## config.mk

```make
export PLATFORM = sky130hd
export DESIGN_NAME = entity_reference_marker
export DESIGN_NICKNAME = d
export VERILOG_FILES = /design/src/sv/ermk_pkg.sv /design/src/sv/entity_reference_marker.sv /design/src/sv/ermk_dp.sv /design/src/sv/ermk_ctrl.sv
export SDC_FILE = /design/constraint.sdc
export NUM_CORES = 1
export LEC_CHECK = 0
export CORE_ASPECT_RATIO = 0.7
export CORE_MARGIN = 1.5
export CORE_UTILIZATION = 45
export CTS_BUF_LIST = sky130_fd_sc_hd__clkbuf_8
export DETAILED_ROUTE_END_ITERATION = 8
export DONT_BUFFER_PORTS = 1
export HOLD_SLACK_MARGIN = 0.12
export PLACE_DENSITY = 0.58
export REMOVE_ABC_BUFFERS = 1
export SETUP_SLACK_MARGIN = 0.05
export SYNTH_ARGS = -nofsm -noshare
export SYNTH_HDL_FRONTEND = slang
export SYNTH_SLANG_ARGS = --single-unit
```

## constraint.sdc

```tcl
create_clock -name clk_i -period 3.8 [get_ports clk_i]
set_input_delay 0.76 -clock clk_i [delete_from_list [all_inputs] [get_ports clk_i]]
set_output_delay 0.76 -clock clk_i [all_outputs]
set_load 0.03 [all_outputs]
```

## src/sv/ermk_pkg.sv

```systemverilog
// shared types, character codes and plan helpers for the entity reference marker
package ermk_pkg;

  localparam int MaxRefLenDef = 32;

  // character codes
  localparam logic [7:0] ChAmp  = 8'h26;
  localparam logic [7:0] ChHash = 8'h23;
  localparam logic [7:0] ChSemi = 8'h3B;
  localparam logic [7:0] ChLt   = 8'h3C;
  localparam logic [7:0] ChGt   = 8'h3E;
  localparam logic [7:0] ChXLo  = 8'h78;
  localparam logic [7:0] ChXUp  = 8'h58;

  // result kinds
  localparam logic [1:0] KindLit  = 2'd0;
  localparam logic [1:0] KindMark = 2'd1;
  localparam logic [1:0] KindEnd  = 2'd2;

  typedef enum logic [1:0] {PhIdle, PhAmp, PhHash, PhBody} phase_e;

  typedef enum logic [2:0] {ClsIdleAmp, ClsIdleLit, ClsPush, ClsClose, ClsBreak} cls_e;

  typedef enum logic [2:0] {SrcAmp, SrcChr, SrcLitIn, SrcLitHold, SrcMark, SrcEnd} src_e;

  typedef enum logic [2:0] {StIdle, StRamp, StRchr, StOne, StEnd} state_e;

  typedef struct packed {
    logic accept;
    logic emit;
    src_e src;
    logic run_last;
    logic idx_inc;
    logic rp_done;
  } dp_cmd_t;

  typedef struct packed {
    cls_e cls;
    logic byte_amp;
    logic in_tag;
    logic cnt_zero;
    logic idx_end;
    logic slot_free;
  } dp_sts_t;

  // work still owed for the current item, in emission order
  typedef struct packed {
    logic rp1;
    logic one;
    logic mark;
    logic rp2;
    logic fin;
  } plan_t;

  function automatic state_e first_stage(plan_t p);
    state_e s;
    if (p.rp1) begin
      s = StRamp;
    end else if (p.one) begin
      s = StOne;
    end else if (p.rp2) begin
      s = StRamp;
    end else if (p.fin) begin
      s = StEnd;
    end else begin
      s = StIdle;
    end
    return s;
  endfunction

  function automatic plan_t clear_rp(plan_t p);
    plan_t q;
    q = p;
    if (p.rp1) begin
      q.rp1 = 1'b0;
    end else begin
      q.rp2 = 1'b0;
    end
    return q;
  endfunction

  function automatic plan_t clear_one(plan_t p);
    plan_t q;
    q = p;
    q.one = 1'b0;
    return q;
  endfunction

endpackage

```

## src/sv/entity_reference_marker.sv

```systemverilog
// top level: streaming entity reference marker, controller plus datapath
// a transfer's own result shows in the cycle after the transfer; a replayed '&' is loaded from the replay state
// throughput: one byte per cycle while each byte yields at most one result and out_ready_i holds
// a broken reference holds the input while the '&', the buffered bytes (up to MaxRefLen - 1) and the breaking
//   byte are replayed (a breaking '&' starts a new reference instead); a final byte adds the end item
// reset: tag flag, scan phase, pending count and controller clear at once; buffer has no reset
module entity_reference_marker #(
  parameter int MaxRefLen = ermk_pkg::MaxRefLenDef
) (
  input  logic       clk_i,
  input  logic       rst_ni,
  // input channel, one document byte per transfer
  input  logic       in_valid_i,
  output logic       in_ready_o,
  input  logic [7:0] in_byte_i,
  input  logic       in_last_i,
  // output channel, one result per transfer
  output logic       out_valid_o,
  input  logic       out_ready_i,
  output logic [7:0] out_byte_o,
  output logic [1:0] out_kind_o,
  output logic       run_last_o
);
  import ermk_pkg::*;

  dp_cmd_t cmd;
  dp_sts_t sts;

  // controller decides, per transfer, the order of replay, literal or marker, and end item
  ermk_ctrl u_ctrl (
    .clk_i      (clk_i),
    .rst_ni     (rst_ni),
    .in_valid_i (in_valid_i),
    .in_last_i  (in_last_i),
    .in_ready_o (in_ready_o),
    .sts_i      (sts),
    .cmd_o      (cmd)
  );

  // datapath holds the scan state, the pending bytes and the output register
  ermk_dp #(
    .MaxRefLen (MaxRefLen)
  ) u_dp (
    .clk_i       (clk_i),
    .rst_ni      (rst_ni),
    .in_byte_i   (in_byte_i),
    .cmd_i       (cmd),
    .sts_o       (sts),
    .out_ready_i (out_ready_i),
    .out_valid_o (out_valid_o),
    .out_byte_o  (out_byte_o),
    .out_kind_o  (out_kind_o),
    .run_last_o  (run_last_o)
  );

endmodule

```

## src/sv/ermk_dp.sv

```systemverilog
// datapath: scan state, pending byte buffer, classification and output register
module ermk_dp #(
  parameter int MaxRefLen = ermk_pkg::MaxRefLenDef
) (
  input  logic              clk_i,
  input  logic              rst_ni,
  input  logic [7:0]        in_byte_i,
  input  ermk_pkg::dp_cmd_t cmd_i,
  output ermk_pkg::dp_sts_t sts_o,
  input  logic              out_ready_i,
  output logic              out_valid_o,
  output logic [7:0]        out_byte_o,
  output logic [1:0]        out_kind_o,
  output logic              run_last_o
);
  import ermk_pkg::*;

  localparam int Depth = (MaxRefLen - 1 > 2) ? MaxRefLen - 1 : 2;
  localparam int IdxW  = $clog2(Depth);
  localparam int CntW  = $clog2(Depth + 1);
  localparam logic [CntW-1:0] RoomLim = CntW'(MaxRefLen - 1);

  logic            tag_q, tag_d;
  phase_e          phase_q, phase_d;
  logic [CntW-1:0] cnt_q, cnt_d;
  logic [IdxW-1:0] idx_q, idx_d;
  logic [7:0]      byte_q;
  logic [7:0]      rdata_q;
  logic [7:0]      mem [Depth];

  logic            out_valid_q, out_valid_d;
  logic [7:0]      out_byte_q, out_byte_d;
  logic [1:0]      out_kind_q, out_kind_d;
  logic            run_last_q, run_last_d;

  logic            alnum, room, slot_free, load;
  cls_e            cls;

  function automatic logic is_alnum(logic [7:0] b);
    return (b >= 8'h30 && b <= 8'h39) || (b >= 8'h41 && b <= 8'h5A) ||
           (b >= 8'h61 && b <= 8'h7A);
  endfunction

  assign alnum     = is_alnum(in_byte_i);
  assign room      = cnt_q < RoomLim;
  assign slot_free = !out_valid_q || out_ready_i;
  assign load      = cmd_i.emit && slot_free;

  always_comb begin
    case (phase_q)
      PhIdle: begin
        cls = (in_byte_i == ChAmp) ? ClsIdleAmp : ClsIdleLit;
      end
      default: begin
        if ((phase_q == PhAmp && in_byte_i == ChHash) ||
            (phase_q == PhHash && (in_byte_i == ChXLo || in_byte_i == ChXUp)) ||
            (alnum && room)) begin
          cls = ClsPush;
        end else if (in_byte_i == ChSemi && cnt_q != '0) begin
          cls = ClsClose;
        end else begin
          cls = ClsBreak;
        end
      end
    endcase
  end

  always_comb begin
    sts_o.cls       = cls;
    sts_o.byte_amp  = in_byte_i == ChAmp;
    sts_o.in_tag    = tag_q;
    sts_o.cnt_zero  = cnt_q == '0;
    sts_o.idx_end   = (CntW'(idx_q) + CntW'(1)) == cnt_q;
    sts_o.slot_free = slot_free;
  end

  // scan state update
  always_comb begin
    tag_d   = tag_q;
    phase_d = phase_q;
    cnt_d   = cnt_q;
    idx_d   = idx_q;
    if (cmd_i.accept) begin
      case (cls)
        ClsIdleAmp: begin
          phase_d = PhAmp;
          cnt_d   = '0;
        end
        ClsIdleLit: begin
          if (in_byte_i == ChLt) begin
            tag_d = 1'b1;
          end else if (in_byte_i == ChGt) begin
            tag_d = 1'b0;
          end
        end
        ClsPush: begin
          cnt_d   = cnt_q + CntW'(1);
          phase_d = (phase_q == PhAmp && in_byte_i == ChHash) ? PhHash : PhBody;
        end
        ClsClose: begin
          cnt_d   = '0;
          phase_d = PhIdle;
        end
        ClsBreak: begin
          if (in_byte_i == ChLt) begin
            tag_d = 1'b1;
          end else if (in_byte_i == ChGt) begin
            tag_d = 1'b0;
          end
          phase_d = (in_byte_i == ChAmp) ? PhAmp : PhIdle;
        end
        default: begin
          phase_d = phase_q;
        end
      endcase
    end
    if (cmd_i.idx_inc) begin
      idx_d = idx_q + IdxW'(1);
    end
    if (cmd_i.rp_done) begin
      cnt_d = '0;
      idx_d = '0;
    end
    if (load && cmd_i.src == SrcEnd) begin
      tag_d   = 1'b0;
      phase_d = PhIdle;
      cnt_d   = '0;
      idx_d   = '0;
    end
  end

  // output register
  always_comb begin
    out_valid_d = out_valid_q;
    out_byte_d  = out_byte_q;
    out_kind_d  = out_kind_q;
    run_last_d  = run_last_q;
    if (load) begin
      out_valid_d = 1'b1;
      run_last_d  = cmd_i.run_last;
      case (cmd_i.src)
        SrcAmp: begin
          out_byte_d = ChAmp;
          out_kind_d = KindLit;
        end
        SrcChr: begin
          out_byte_d = rdata_q;
          out_kind_d = KindLit;
        end
        SrcLitIn: begin
          out_byte_d = in_byte_i;
          out_kind_d = KindLit;
        end
        SrcLitHold: begin
          out_byte_d = byte_q;
          out_kind_d = KindLit;
        end
        SrcMark: begin
          out_byte_d = '0;
          out_kind_d = KindMark;
        end
        default: begin
          out_byte_d = '0;
          out_kind_d = KindEnd;
        end
      endcase
    end else if (out_ready_i) begin
      out_valid_d = 1'b0;
    end
  end

  always_ff @(posedge clk_i or negedge rst_ni) begin
    if (!rst_ni) begin
      tag_q       <= 1'b0;
      phase_q     <= PhIdle;
      cnt_q       <= '0;
      idx_q       <= '0;
      out_valid_q <= 1'b0;
    end else begin
      tag_q       <= tag_d;
      phase_q     <= phase_d;
      cnt_q       <= cnt_d;
      idx_q       <= idx_d;
      out_valid_q <= out_valid_d;
    end
  end

  always_ff @(posedge clk_i) begin
    out_byte_q <= out_byte_d;
    out_kind_q <= out_kind_d;
    run_last_q <= run_last_d;
    if (cmd_i.accept) begin
      byte_q <= in_byte_i;
    end
  end

  // pending byte buffer, read data always tracks the replay index
  always_ff @(posedge clk_i) begin
    if (cmd_i.accept && cls == ClsPush) begin
      mem[cnt_q[IdxW-1:0]] <= in_byte_i;
    end
    rdata_q <= mem[idx_d];
  end

  assign out_valid_o = out_valid_q;
  assign out_byte_o  = out_byte_q;
  assign out_kind_o  = out_kind_q;
  assign run_last_o  = run_last_q;

endmodule

```

## src/sv/ermk_ctrl.sv

```systemverilog
// controller: sequences replays, single results and the end item per transfer
module ermk_ctrl (
  input  logic              clk_i,
  input  logic              rst_ni,
  input  logic              in_valid_i,
  input  logic              in_last_i,
  output logic              in_ready_o,
  input  ermk_pkg::dp_sts_t sts_i,
  output ermk_pkg::dp_cmd_t cmd_o
);
  import ermk_pkg::*;

  state_e state_q, state_d;
  plan_t  plan_q, plan_d;
  plan_t  new_plan, new_rest, q_no_one, q_no_rp;
  state_e new_first;
  logic   accept;

  assign in_ready_o = (state_q == StIdle) && sts_i.slot_free;
  assign accept     = in_valid_i && in_ready_o;

  // plan for an incoming byte
  always_comb begin
    new_plan     = '0;
    new_plan.fin = in_last_i;
    case (sts_i.cls)
      ClsIdleAmp: begin
        new_plan.rp2 = in_last_i;
      end
      ClsIdleLit: begin
        new_plan.one = 1'b1;
      end
      ClsPush: begin
        new_plan.rp2 = in_last_i;
      end
      ClsClose: begin
        new_plan.one  = !sts_i.in_tag;
        new_plan.mark = 1'b1;
      end
      ClsBreak: begin
        new_plan.rp1 = 1'b1;
        new_plan.one = !sts_i.byte_amp;
        new_plan.rp2 = in_last_i && sts_i.byte_amp;
      end
      default: begin
        new_plan = '0;
      end
    endcase
    new_first = first_stage(new_plan);
    new_rest  = clear_one(new_plan);
    q_no_one  = clear_one(plan_q);
    q_no_rp   = clear_rp(plan_q);
  end

  // next state
  always_comb begin
    state_d = state_q;
    plan_d  = plan_q;
    case (state_q)
      StIdle: begin
        if (accept) begin
          case (new_first)
            StOne: begin
              plan_d  = new_rest;
              state_d = first_stage(new_rest);
            end
            StEnd: begin
              plan_d  = '0;
              state_d = StIdle;
            end
            default: begin
              plan_d  = new_plan;
              state_d = new_first;
            end
          endcase
        end
      end
      StRamp: begin
        if (sts_i.slot_free) begin
          if (sts_i.cnt_zero) begin
            plan_d  = q_no_rp;
            state_d = first_stage(q_no_rp);
          end else begin
            state_d = StRchr;
          end
        end
      end
      StRchr: begin
        if (sts_i.slot_free && sts_i.idx_end) begin
          plan_d  = q_no_rp;
          state_d = first_stage(q_no_rp);
        end
      end
      StOne: begin
        if (sts_i.slot_free) begin
          plan_d  = q_no_one;
          state_d = first_stage(q_no_one);
        end
      end
      StEnd: begin
        if (sts_i.slot_free) begin
          plan_d  = '0;
          state_d = StIdle;
        end
      end
      default: begin
        state_d = StIdle;
        plan_d  = '0;
      end
    endcase
  end

  // datapath commands
  always_comb begin
    cmd_o          = '0;
    cmd_o.accept   = accept;
    cmd_o.src      = SrcEnd;
    case (state_q)
      StIdle: begin
        if (accept && new_first == StOne) begin
          cmd_o.emit     = 1'b1;
          cmd_o.src      = new_plan.mark ? SrcMark : SrcLitIn;
          cmd_o.run_last = first_stage(new_rest) == StIdle;
        end else if (accept && new_first == StEnd) begin
          cmd_o.emit     = 1'b1;
          cmd_o.src      = SrcEnd;
          cmd_o.run_last = 1'b1;
        end
      end
      StRamp: begin
        cmd_o.emit     = 1'b1;
        cmd_o.src      = SrcAmp;
        cmd_o.rp_done  = sts_i.slot_free && sts_i.cnt_zero;
        cmd_o.run_last = sts_i.cnt_zero && (first_stage(q_no_rp) == StIdle);
      end
      StRchr: begin
        cmd_o.emit     = 1'b1;
        cmd_o.src      = SrcChr;
        cmd_o.idx_inc  = sts_i.slot_free && !sts_i.idx_end;
        cmd_o.rp_done  = sts_i.slot_free && sts_i.idx_end;
        cmd_o.run_last = sts_i.idx_end && (first_stage(q_no_rp) == StIdle);
      end
      StOne: begin
        cmd_o.emit     = 1'b1;
        cmd_o.src      = plan_q.mark ? SrcMark : SrcLitHold;
        cmd_o.run_last = first_stage(q_no_one) == StIdle;
      end
      StEnd: begin
        cmd_o.emit     = 1'b1;
        cmd_o.src      = SrcEnd;
        cmd_o.run_last = 1'b1;
      end
      default: begin
        cmd_o.emit = 1'b0;
      end
    endcase
  end

  always_ff @(posedge clk_i or negedge rst_ni) begin
    if (!rst_ni) begin
      state_q <= StIdle;
      plan_q  <= '0;
    end else begin
      state_q <= state_d;
      plan_q  <= plan_d;
    end
  end

endmodule
```

# Word-level counts from Yosys, hierarchy flattened
# Memory sizes are Yosys's and may differ from the RTL's. A register that Yosys moved wholly into a read port is not among the register bits.
# Cells that the tools add are included.
# word_totals
register_bits	41
ramBits	248
in_bits	13
word_cells	191
n_memories	1
# mem_list
name	words	word_bits	rd	rd_ports_with_merged_regs	write_ports	line_no	text
u_dp.mem	31	8	1	1	1	ermk_dp.sv:29	logic [7:0] mem [Depth];
# classes
n_addsub	2
n_lt_le_gt_ge	7
eq_ne	31
muxes	72
n_bitwise	3
reduce_logical	60
# op_table
operator	n
two-way mux 3 bit	26
two-way mux 5 bit	13
== test 8 x 6 -> 1 bit, second input constant	5
one-hot mux 8 bit (4 select lines)	1
one-hot mux 5 bit (5 select lines)	1
== test 3 x 2 -> 1 bit, second input constant	7
logical NOT 3 bit	7
logical AND 1 bit	20
one-hot mux 4 bit (5 select lines)	1
one-hot mux 5 bit (2 select lines)	2
two-way mux 1 bit	17
== test 8 x 7 -> 1 bit, second input constant	2
>= comparator 8 x 7 -> 1 bit, second input constant	2
<= comparator 8 x 7 -> 1 bit, second input constant	2
== test 3 bit, second input constant	5
one-hot mux 3 bit (5 select lines)	1
AND reduction 5 bit	3
inequality test 2 x 1 -> 1 bit, second input constant	6
adder 5 x 1 -> 5 bit, second input constant	2
nonzero test 5 bit	2
== test 3 x 1 -> 1 bit, second input constant	3
>= comparator 8 x 6 -> 1 bit, second input constant	1
<= comparator 8 x 6 -> 1 bit, second input constant	1
one-hot mux 2 bit (4 select lines)	1
24 further kinds	44

# Logic depth before layout (Yosys ltp)
# Gate-level depths: netlist of run 1.
# logic_depth
word_depth	26
ltp_mapped	14

# By module
# A second synthesis of run 1 with hierarchy kept.
# hier_totals
cells_unflattened	984
hier_area_um2	13005.0
# modules_own_cells
module	instances	cells_per_inst	area_per_inst_um2
ermk_dp	1	874	12164.2
ermk_ctrl	1	110	840.8

# Least setup slack after synthesis of run 1
# OpenSTA, ideal clock, no wires.
# synth_timing
path_type	input to register
start	in in_byte_i[2]
end	reg u_dp.rdata_q[0], read port of u_dp.mem
arrival_time_ps	3365
path_slack_ps	318
path_stages	12
path_buffers	2
path_cell_list	or2_1 or4_4 o311ai_4 nand3_4 inv_2 a21oi_1 and2_1 buf_2 buf_2 o221ai_1 o221ai_1 o211a_1
# synth_between
elab_chain_len	23
elab_cells_between_ends	58
cone_classes	order compare (6); eq/ne (12); mux (19); reduce/logical (21)
# synth_lines
item	line_no	text
from (decl)	entity_reference_marker.sv:15	input logic [7:0] in_byte_i,
>= comparator 8 x 6 -> 1 bit, or another cell as far along	ermk_dp.sv:40	return (b >= 8'h30 && b <= 8'h39) || (b >= 8'h41 && b <= 8'h5A) ||
logical AND 1 bit	ermk_dp.sv:40	
logical OR 1 bit (2 in a row)	ermk_dp.sv:40	
logical AND 1 bit	ermk_dp.sv:57	(alnum && room)) begin
logical OR 1 bit	ermk_dp.sv:56	(phase_q == PhHash && (in_byte_i == ChXLo || in_byte_i == ChXUp)) ||
two-way mux 3 bit	ermk_dp.sv:55	if ((phase_q == PhAmp && in_byte_i == ChHash) ||
two-way mux 3 bit	ermk_dp.sv:50	case (phase_q)
== test 3 x 1 -> 1 bit, or another cell as far along	ermk_ctrl.sv:26	case (sts_i.cls)
[7 not listed]	n/a	
logical AND 1 bit	ermk_ctrl.sv:124	end else if (accept && new_first == StEnd) begin
two-way mux 5 bit	ermk_ctrl.sv:124	
two-way mux 5 bit (*)	ermk_ctrl.sv:120	if (accept && new_first == StOne) begin
one-hot mux 1 bit (2 select lines) (*)	ermk_ctrl.sv:118	case (state_q)
logical AND 1 bit (*)	ermk_dp.sv:47	assign load = cmd_i.emit && slot_free;
via u_dp.load	ermk_dp.sv:36	logic alnum, room, slot_free, load;
logical AND 1 bit (*)	ermk_dp.sv:124	if (load && cmd_i.src == SrcEnd) begin
two-way mux 5 bit (*)	ermk_dp.sv:124	
to (decl)	ermk_dp.sv:28	logic [7:0] rdata_q;
# Mark *: on every way through the listed nets, which the timed path passes. The rest lies on a longest branch.
# A chain may end at the register's enable or synchronous reset.

# Worst setup path in the final report of run 1
# layout_timing
start	reg u_dp.cnt_q[0]
end	reg u_dp.rdata_q[2], read port of u_dp.mem
# layout_between
elab_chain_len	20
elab_cells_between_ends	47
cone_classes	order compare (1); eq/ne (8); mux (22); reduce/logical (16)
# layout_lines
item	line_no	text
from (decl)	ermk_dp.sv:25	logic [CntW-1:0] cnt_q, cnt_d;
from (signal assigned)	ermk_dp.sv:182	cnt_q <= cnt_d;
branches (longest 19 deep; another with < comparator 5 bit)	n/a	
two-way mux 5 bit (*)	ermk_dp.sv:124	
# Mark *: on every way between the ends.

==> results of run 1 <==
## flip-flops by register name (all words and copies together), names as in the netlist
register and flops:
u_dp.mem 248, u_dp.byte_q 8, u_dp.out_byte_o 8, u_dp.rdata_q 8, u_ctrl.plan_q 5, u_dp.cnt_q 5
u_dp.idx_q 5, u_ctrl.state_q 3, u_dp.out_kind_o 2, u_dp.phase_q 2, u_dp.out_valid_o 1, u_dp.run_last_o 1
u_dp.tag_q 1
## synthesized netlist by cell type (5+ instances only)
library cell | n | area [sq um]
a21oi_1 | 42 | 210
a211oi_1 | 26 | 195
or4_1 | 5 | 37.5
dfxtp_1 | 8 | 160
o21ai_0 | 36 | 180
buf_2 | 21 | 105
nor2_1 | 67 | 251
o22ai_1 | 6 | 37.5
dfrtp_1 | 22 | 551
ha_1 | 5 | 62.6
inv_1 | 42 | 158
a221oi_1 | 9 | 78.8
a2111oi_0 | 12 | 105
o221ai_1 | 29 | 254
a222oi_1 | 14 | 140
nand3_1 | 19 | 95.1
mux2i_1 | 19 | 190
o32a_1 | 7 | 70.1
or3_1 | 5 | 31.3
nor3_1 | 30 | 150
nor2b_1 | 5 | 31.3
o211a_1 | 6 | 60.1
nand3b_1 | 9 | 67.6
mux2_2 | 23 | 259
and3_1 | 20 | 125
nand2b_1 | 12 | 75.1
nand2_1 | 34 | 128
edfxtp_1 | 267 | 8020
clkbuf_1 | 20 | 75.1
## timing repair
| action | 4_1_cts | 5_1_grt |
|---|---|---|
| hold endpoints to repair | 22 | 0 |
| setup endpoints to repair | 2 | 7 |
| pin swaps | 3 | 7 |
| resized for setup | 1 | 16 |
| buffers inserted | 2 | 5 |
| hold buffers | 2 | 0 |
## kinds of logic after synthesis
logic type	Yosys count	share of synthesized area
and+or+nand+nor	230	0.0940
AOI/OAI and AO/OA	239	0.144
buffers and inverters	90	0.0290
adders and majority gates	5	0.00494
muxes	42	0.0354
xor gates and xnor gates	6	0.00415
DFF	297	0.689
## metrics by stage
stage               total power, mW  hold slack, ps
global placement               4.14             465
finish                         6.53             260
detailed placement             4.14             466
global route                   6.74             229
CTS                            6.56             229
floorplan                      3.97             464
## layout make-up
type	count	area, sq um
fill	2354	12900
clock inverter	35	165
sequential	297	8730
inverter	45	171
tap	371	464
timing repair buffer	122	1090
clock buffer	47	647
multi-input combinational	522	3630
## per-layer routing
metal / up-vias / track usage / wire length (um)
li1: 3890 / - / -
met1: 4363 / 0.420 / 17700
met3: 34 / 0.0603 / 3890
met4: 0 / 0.0522 / 418
met2: 455 / 0.327 / 14500
met5: - / 0 / 0
## critical path, delay by kind of cell (launching register included)
family          cells  cell delay, ps
compound gates      5            1430
fa+ha+maj           1             200
buf+inv             5             710
flops               1             350
simple gates        4             860
## power groups by stage
stage,sequential [mW],clock [mW],combinational (mW)
2_1_floorplan,3.79,0,0.189
3_3_place_gp,3.78,0,0.362
3_5_place_dp,3.78,0,0.362
4_1_cts,3.71,2.47,0.372
5_1_grt,3.72,2.61,0.414
6_report,3.71,2.42,0.388
## final timing paths
kind | from | to | slack (ps) | cells past startpoint
min in group asynchronous | rst_ni | u_dp.out_valid_o | 580 | 2
max in group asynchronous | rst_ni | u_ctrl.state_q[0] | 3030 | 2
hold reg to reg | u_ctrl.plan_q[0] | u_ctrl.plan_q[0] | 540 | 1
setup reg to reg | u_dp.cnt_q[0] | u_dp.rdata_q[2] | 130 | 15
hold / removal | in_byte_i[5] | u_dp.mem[12][5] | 260 | 0
setup / recovery | u_dp.cnt_q[0] | u_dp.rdata_q[2] | 130 | 15
==> run summary, run 1 <==
Longest Clk Path Bufs: 3
Cells after Synth: 909
1st-iter DRT viols: 1207
Non-filler cells, final: 1439
TritonCTS clock tree: yes
Commonest non-fill, non-tap cell in the layout: edfxtp_1
Clock root buffer: clkbuf_8
Share of cells above drive strength 1: 0.211
# DRC: 0
Slowest stage delay, CP: 500 ps
Clock power share: 0.371
Status: completed
Number of synthesized flops with an enable pin: 267
Power per cell area: 438 mW/mm^2
WP data arrival: 4150 ps
Slew @ Worst Pin: 885 ps
Initial Util: 0.457
Fin. max-slew vios: 0
Slowest-stage cell, CP: or4_4
Leakage: 5.41 nW
Post-place setup slack: -134 ps
Number of global-route vias before repair: 8016
Most frequent cells in the layout: edfxtp_1, buf_4, nor2_1
Maximum VDD drop: 0.000306 V
FF+latch count, synth: 297
Layout Skew: 26.4 ps
GRT Residual Overflow: 0
RSZ-0062 raised after global routing: yes
DP Cell Count: 1348
Latest clock arrival within the worst-skew pair: 600 ps
Worst min path class: input pin to flip-flop
Period utilization: 0.967
Pin count of the biggest net entering global routing: 41
Final design area excluding fillers: 0.0149 sq mm
CP startpoint kind: flip-flop
Antenna-violating nets left: 0
Fin nets: 1050
IO buf count: 0
Combinational share of power: 0.060
Sw frac: 0.246
Crit. End Element: flip-flop
Fmax: 272 MHz
# rows: 51
Antenna violations before repair: 1
Drt pass-1 iters: 5
Syn_area_per_cell: 13.9 sq um
H-Tree Level Count: 2
P_sw: 1.61 mW
Crit path cell chain: inv_1, ha_2, nor4b_1, buf_4, or4_4, o311ai_4, nand3_4, o221ai_4, buf_6, nor2_1, buf_6, a222oi_1, a221oi_1, buf_4, o211a_1
Critical Path RT: 4280 ps
GP Congestion: 0.918
Placed Area: 0.0139 sq mm
DIE HEIGHT: 143 um
Slew Limit Headroom: 0.406
Core area: 0.0278 sq mm
Seq/Total Area, Yosys: 0.689
Vias: 8742
Setup TNS: 0 ps
All-Layer GR Usage: 0.253
Count of final hold-check violations: 0
Top-Level Pins: 26
Synth Cell Area: 0.0127 sq mm
Ys async rst share: 0.0741
Clock sink count: 297
Die Area: 0.0292 sq mm
Max FO, Critical Path: 8
Die W: 204 um
Yosys warnings: 0
Fin util: 0.537
# setup viols final: 0
Synthesis-to-layout area growth: 17.5%
Drt wl/cell: 25.4 um
Tmin final: 3670 ps
Sequential Power Share: 0.569
Post-DP HPWL: 24000 um
Global-route wire length before repair: 53400 um
Number of buffers created by CTS: 44
Pint: 4.92 mW
Reg clk slew, reported paths: 70 ps
Setup WS post-layout: 127 ps
Max-cap violations: 0
Via density: 6.08
Synth cell types: 75
Diodes inserted: 0
Setup CP Type: flip-flop to flip-flop
Total Wirelength: 36500 um
Ys flop type: edfxtp_1
(Power assumes the default switching activity.)
==> run 2: changes to the inputs <==
- BUFFER_PORTS_ARGS: unset -> -buffer_cell sky130_fd_sc_hd__buf_4
- DONT_BUFFER_PORTS: 1 -> unset
==> run 2 against run 1 <==
  * Clock power increased by 3%
  * First-iteration DRC count is 4.4% lower
  * Via count down 0.24%
  * Hold slack better by 240 ps
  * Worst setup slack better by 19 ps
  * Sequential share of layout area fell by 0.16 points
  * Clock skew shrank 3.5 ps
  * Global-route usage rose by 0.36 points
  * Cell area up 0.28%
  * Largest cell class unchanged
  * Largest power group unchanged
  * Highest routed layer unchanged
==> run summary, run 2 (synthesized netlist as in run 1, its figures left out) <==
Die W: 204 um (unchanged)
IO buf count: 25 (was 0)
Drt wl/cell: 25.4 um (about the same)
Fin util: 0.538 (was 0.537)
Top cell by count, worst path: buf_4
Post-DP HPWL: 25100 um (was 24000 um)
Vias: 8721 (was 8742)
Clock sink count: 297 (unchanged)
Critical Path RT: 4320 ps (was 4280 ps)
# rows: 51 (unchanged)
Slew @ Worst Pin: 1070 ps (was 885 ps)
Power per cell area: 449 mW/mm^2 (was 438 mW/mm^2)
All-Layer GR Usage: 0.257 (was 0.253)
Drt pass-1 iters: 9 (was 5)
Period utilization: 0.962 (was 0.967)
Reg2reg path depth: 13 (was 15)
Slowest stage delay, CP: 510 ps (was 500 ps)
Layout Skew: 22.9 ps (was 26.4 ps)
Worst Path Buf+Inv: 3 (was 5)
GP Congestion: 0.936 (was 0.918)
Worst min path class: input pin to flip-flop (unchanged)
Non-filler cells, final: 1448 (was 1439)
H-Tree Level Count: 2 (unchanged)
Leakage: 5.42 nW (was 5.41 nW)
Most frequent cells in the layout: edfxtp_1, buf_4, nor2_1 (unchanged)
Number of global-route vias before repair: 8384 (was 8016)
CP delay by family, top: compound AO/OA/AOI/OAI gates (unchanged)
Clock root buffer: clkbuf_8 (unchanged)
Count of final hold-check violations: 0 (unchanged)
Hold Path Sink: u_ctrl.plan_q[0] (was u_dp.mem[12][5])
Max-cap violations: 0 (unchanged)
Top-Level Pins: 26 (unchanged)
Commonest non-fill, non-tap cell in the layout: edfxtp_1 (unchanged)
Setup TNS: 0 ps (unchanged)
# DRC: 0 (unchanged)
Tmin final: 3650 ps (was 3670 ps)
Fmax: 274 MHz (was 272 MHz)
TritonCTS clock tree: yes (unchanged)
Die Area: 0.0292 sq mm (unchanged)
FF/Latch Area: 0.00873 sq mm (unchanged)
Max FO, Critical Path: 17 (was 8)
Pin count of the biggest net entering global routing: 38 (was 41)
RSZ-0062 raised after global routing: yes (unchanged)
DIE HEIGHT: 143 um (unchanged)
Power consumption: 6.70 mW (was 6.53 mW)
Slew Limit Headroom: 0.286 (was 0.406)
CP startpoint kind: flip-flop (unchanged)
Hold slack: 500 ps (was 260 ps)
Reg clk slew, reported paths: 60 ps (was 70 ps)
Global-route wire length before repair: 54100 um (was 53400 um)
Max reg flops: 248 (unchanged)
Crit. End Element: flip-flop (unchanged)
1st-iter DRT viols: 1154 (was 1207)
Final design area excluding fillers: 0.0149 sq mm (about the same)
Share of cells above drive strength 1: 0.225 (was 0.211)
Latest clock arrival within the worst-skew pair: 590 ps (was 600 ps)
Total Wirelength: 36800 um (was 36500 um)
Setup WS post-layout: 145 ps (was 127 ps)
Maximum VDD drop: 0.000283 V (was 0.000306 V)
Fin. max-slew vios: 0 (unchanged)
Antenna violations before repair: 2 (was 1)
Via density: 6.02 (was 6.08)
Initial Util: 0.457 (unchanged)
Crit path cell chain: inv_1, ha_1, nor4b_4, or4_4, o311ai_4, nand3_4, o221ai_4, buf_4, buf_4, mux2i_1, a21oi_1, o32a_1, o211a_1 (was inv_1, ha_2, nor4b_1, buf_4, or4_4, o311ai_4, nand3_4, o221ai_4, buf_6, nor2_1, buf_6, a222oi_1, a221oi_1, buf_4, o211a_1)
Post-place setup slack: -361 ps (was -134 ps)
Longest Clk Path Bufs: 3 (unchanged)
Fillers: 2373 (was 2354)
# setup viols final: 0 (unchanged)
Setup CP Type: flip-flop to flip-flop (unchanged)
WP data arrival: 4170 ps (was 4150 ps)
Fin nets: 1063 (was 1050)
Reg-to-Reg Start: u_dp.cnt_q[0] (unchanged)
GRT Residual Overflow: 0 (unchanged)
Synthesis-to-layout area growth: 17.8% (was 17.5%)
Multi-input gate area: 0.00368 sq mm (was 0.00363 sq mm)
Worst reg2reg setup slack: 150 ps (was 130 ps)
DP Cell Count: 1365 (was 1348)
RR Endpoint: u_dp.rdata_q[2] (unchanged)
WHS Path Cells: 2 (was 0)
Status: completed (unchanged)
Placed Area: 0.0140 sq mm (was 0.0139 sq mm)
Antenna-violating nets left: 0 (unchanged)
Slowest-stage cell, CP: or4_4 (unchanged)
Hold path startpoint: in_last_i (was in_byte_i[5])
Core area: 0.0278 sq mm (unchanged)
Number of buffers created by CTS: 47 (was 44)
[run 2: cell type report]
| class | count | area share |
|---|---|---|
| Timing Repair Buffer | 132 | 0.0707 |
| Clock inverter | 31 | 0.0106 |
| Multi-Input combinational cell | 522 | 0.247 |
| Inverter | 45 | 0.0113 |
| Sequential cell | 297 | 0.584 |
| Antenna cell | 1 | 0.000168 |
| Clock buffer | 49 | 0.0452 |
| Tap cell | 371 | 0.0311 |
[run 2: metal layers]
layer,wire length (um),track usage,up-vias
li1,-,-,3901
met1,17600,0.407,4368
met2,15000,0.352,406
met3,3730,0.0603,46
met4,463,0.0573,0
met5,0,0,-
[run 2: worst max-delay path by stage]
| stage | from | endpoint | slack [ps] | cells after the start |
|---|---|---|---|---|
| floorplan | in_byte_i[2] | u_dp.rdata_q[0] | -410 | 9 |
| global placement | in_byte_i[6] | u_dp.rdata_q[3] | -420 | 13 |
| detailed placement | in_byte_i[2] | u_dp.rdata_q[0] | -360 | 11 |
| CTS | u_dp.cnt_q[0] | u_dp.rdata_q[7] | 30 | 12 |
| global route | u_dp.cnt_q[0] | u_dp.rdata_q[4] | 50 | 14 |
| finish | u_dp.cnt_q[0] | u_dp.rdata_q[2] | 150 | 13 |
[run 2: power by group]
part / switching (mW) / total [mW] / internal [mW]
sequential: 0.0280 / 3.65 / 3.62
combinational: 0.372 / 0.550 / 0.178
clock: 1.24 / 2.50 / 1.26
[run 2: what timing repair did]
item,in CTS,in global routing
endpoints found under the hold margin,22,0
pin swaps,0,2
hold buffers,1,0
gates resized for setup,4,22
gates cloned,0,0
endpoints found under the setup margin,8,8
setup buffers,0,1
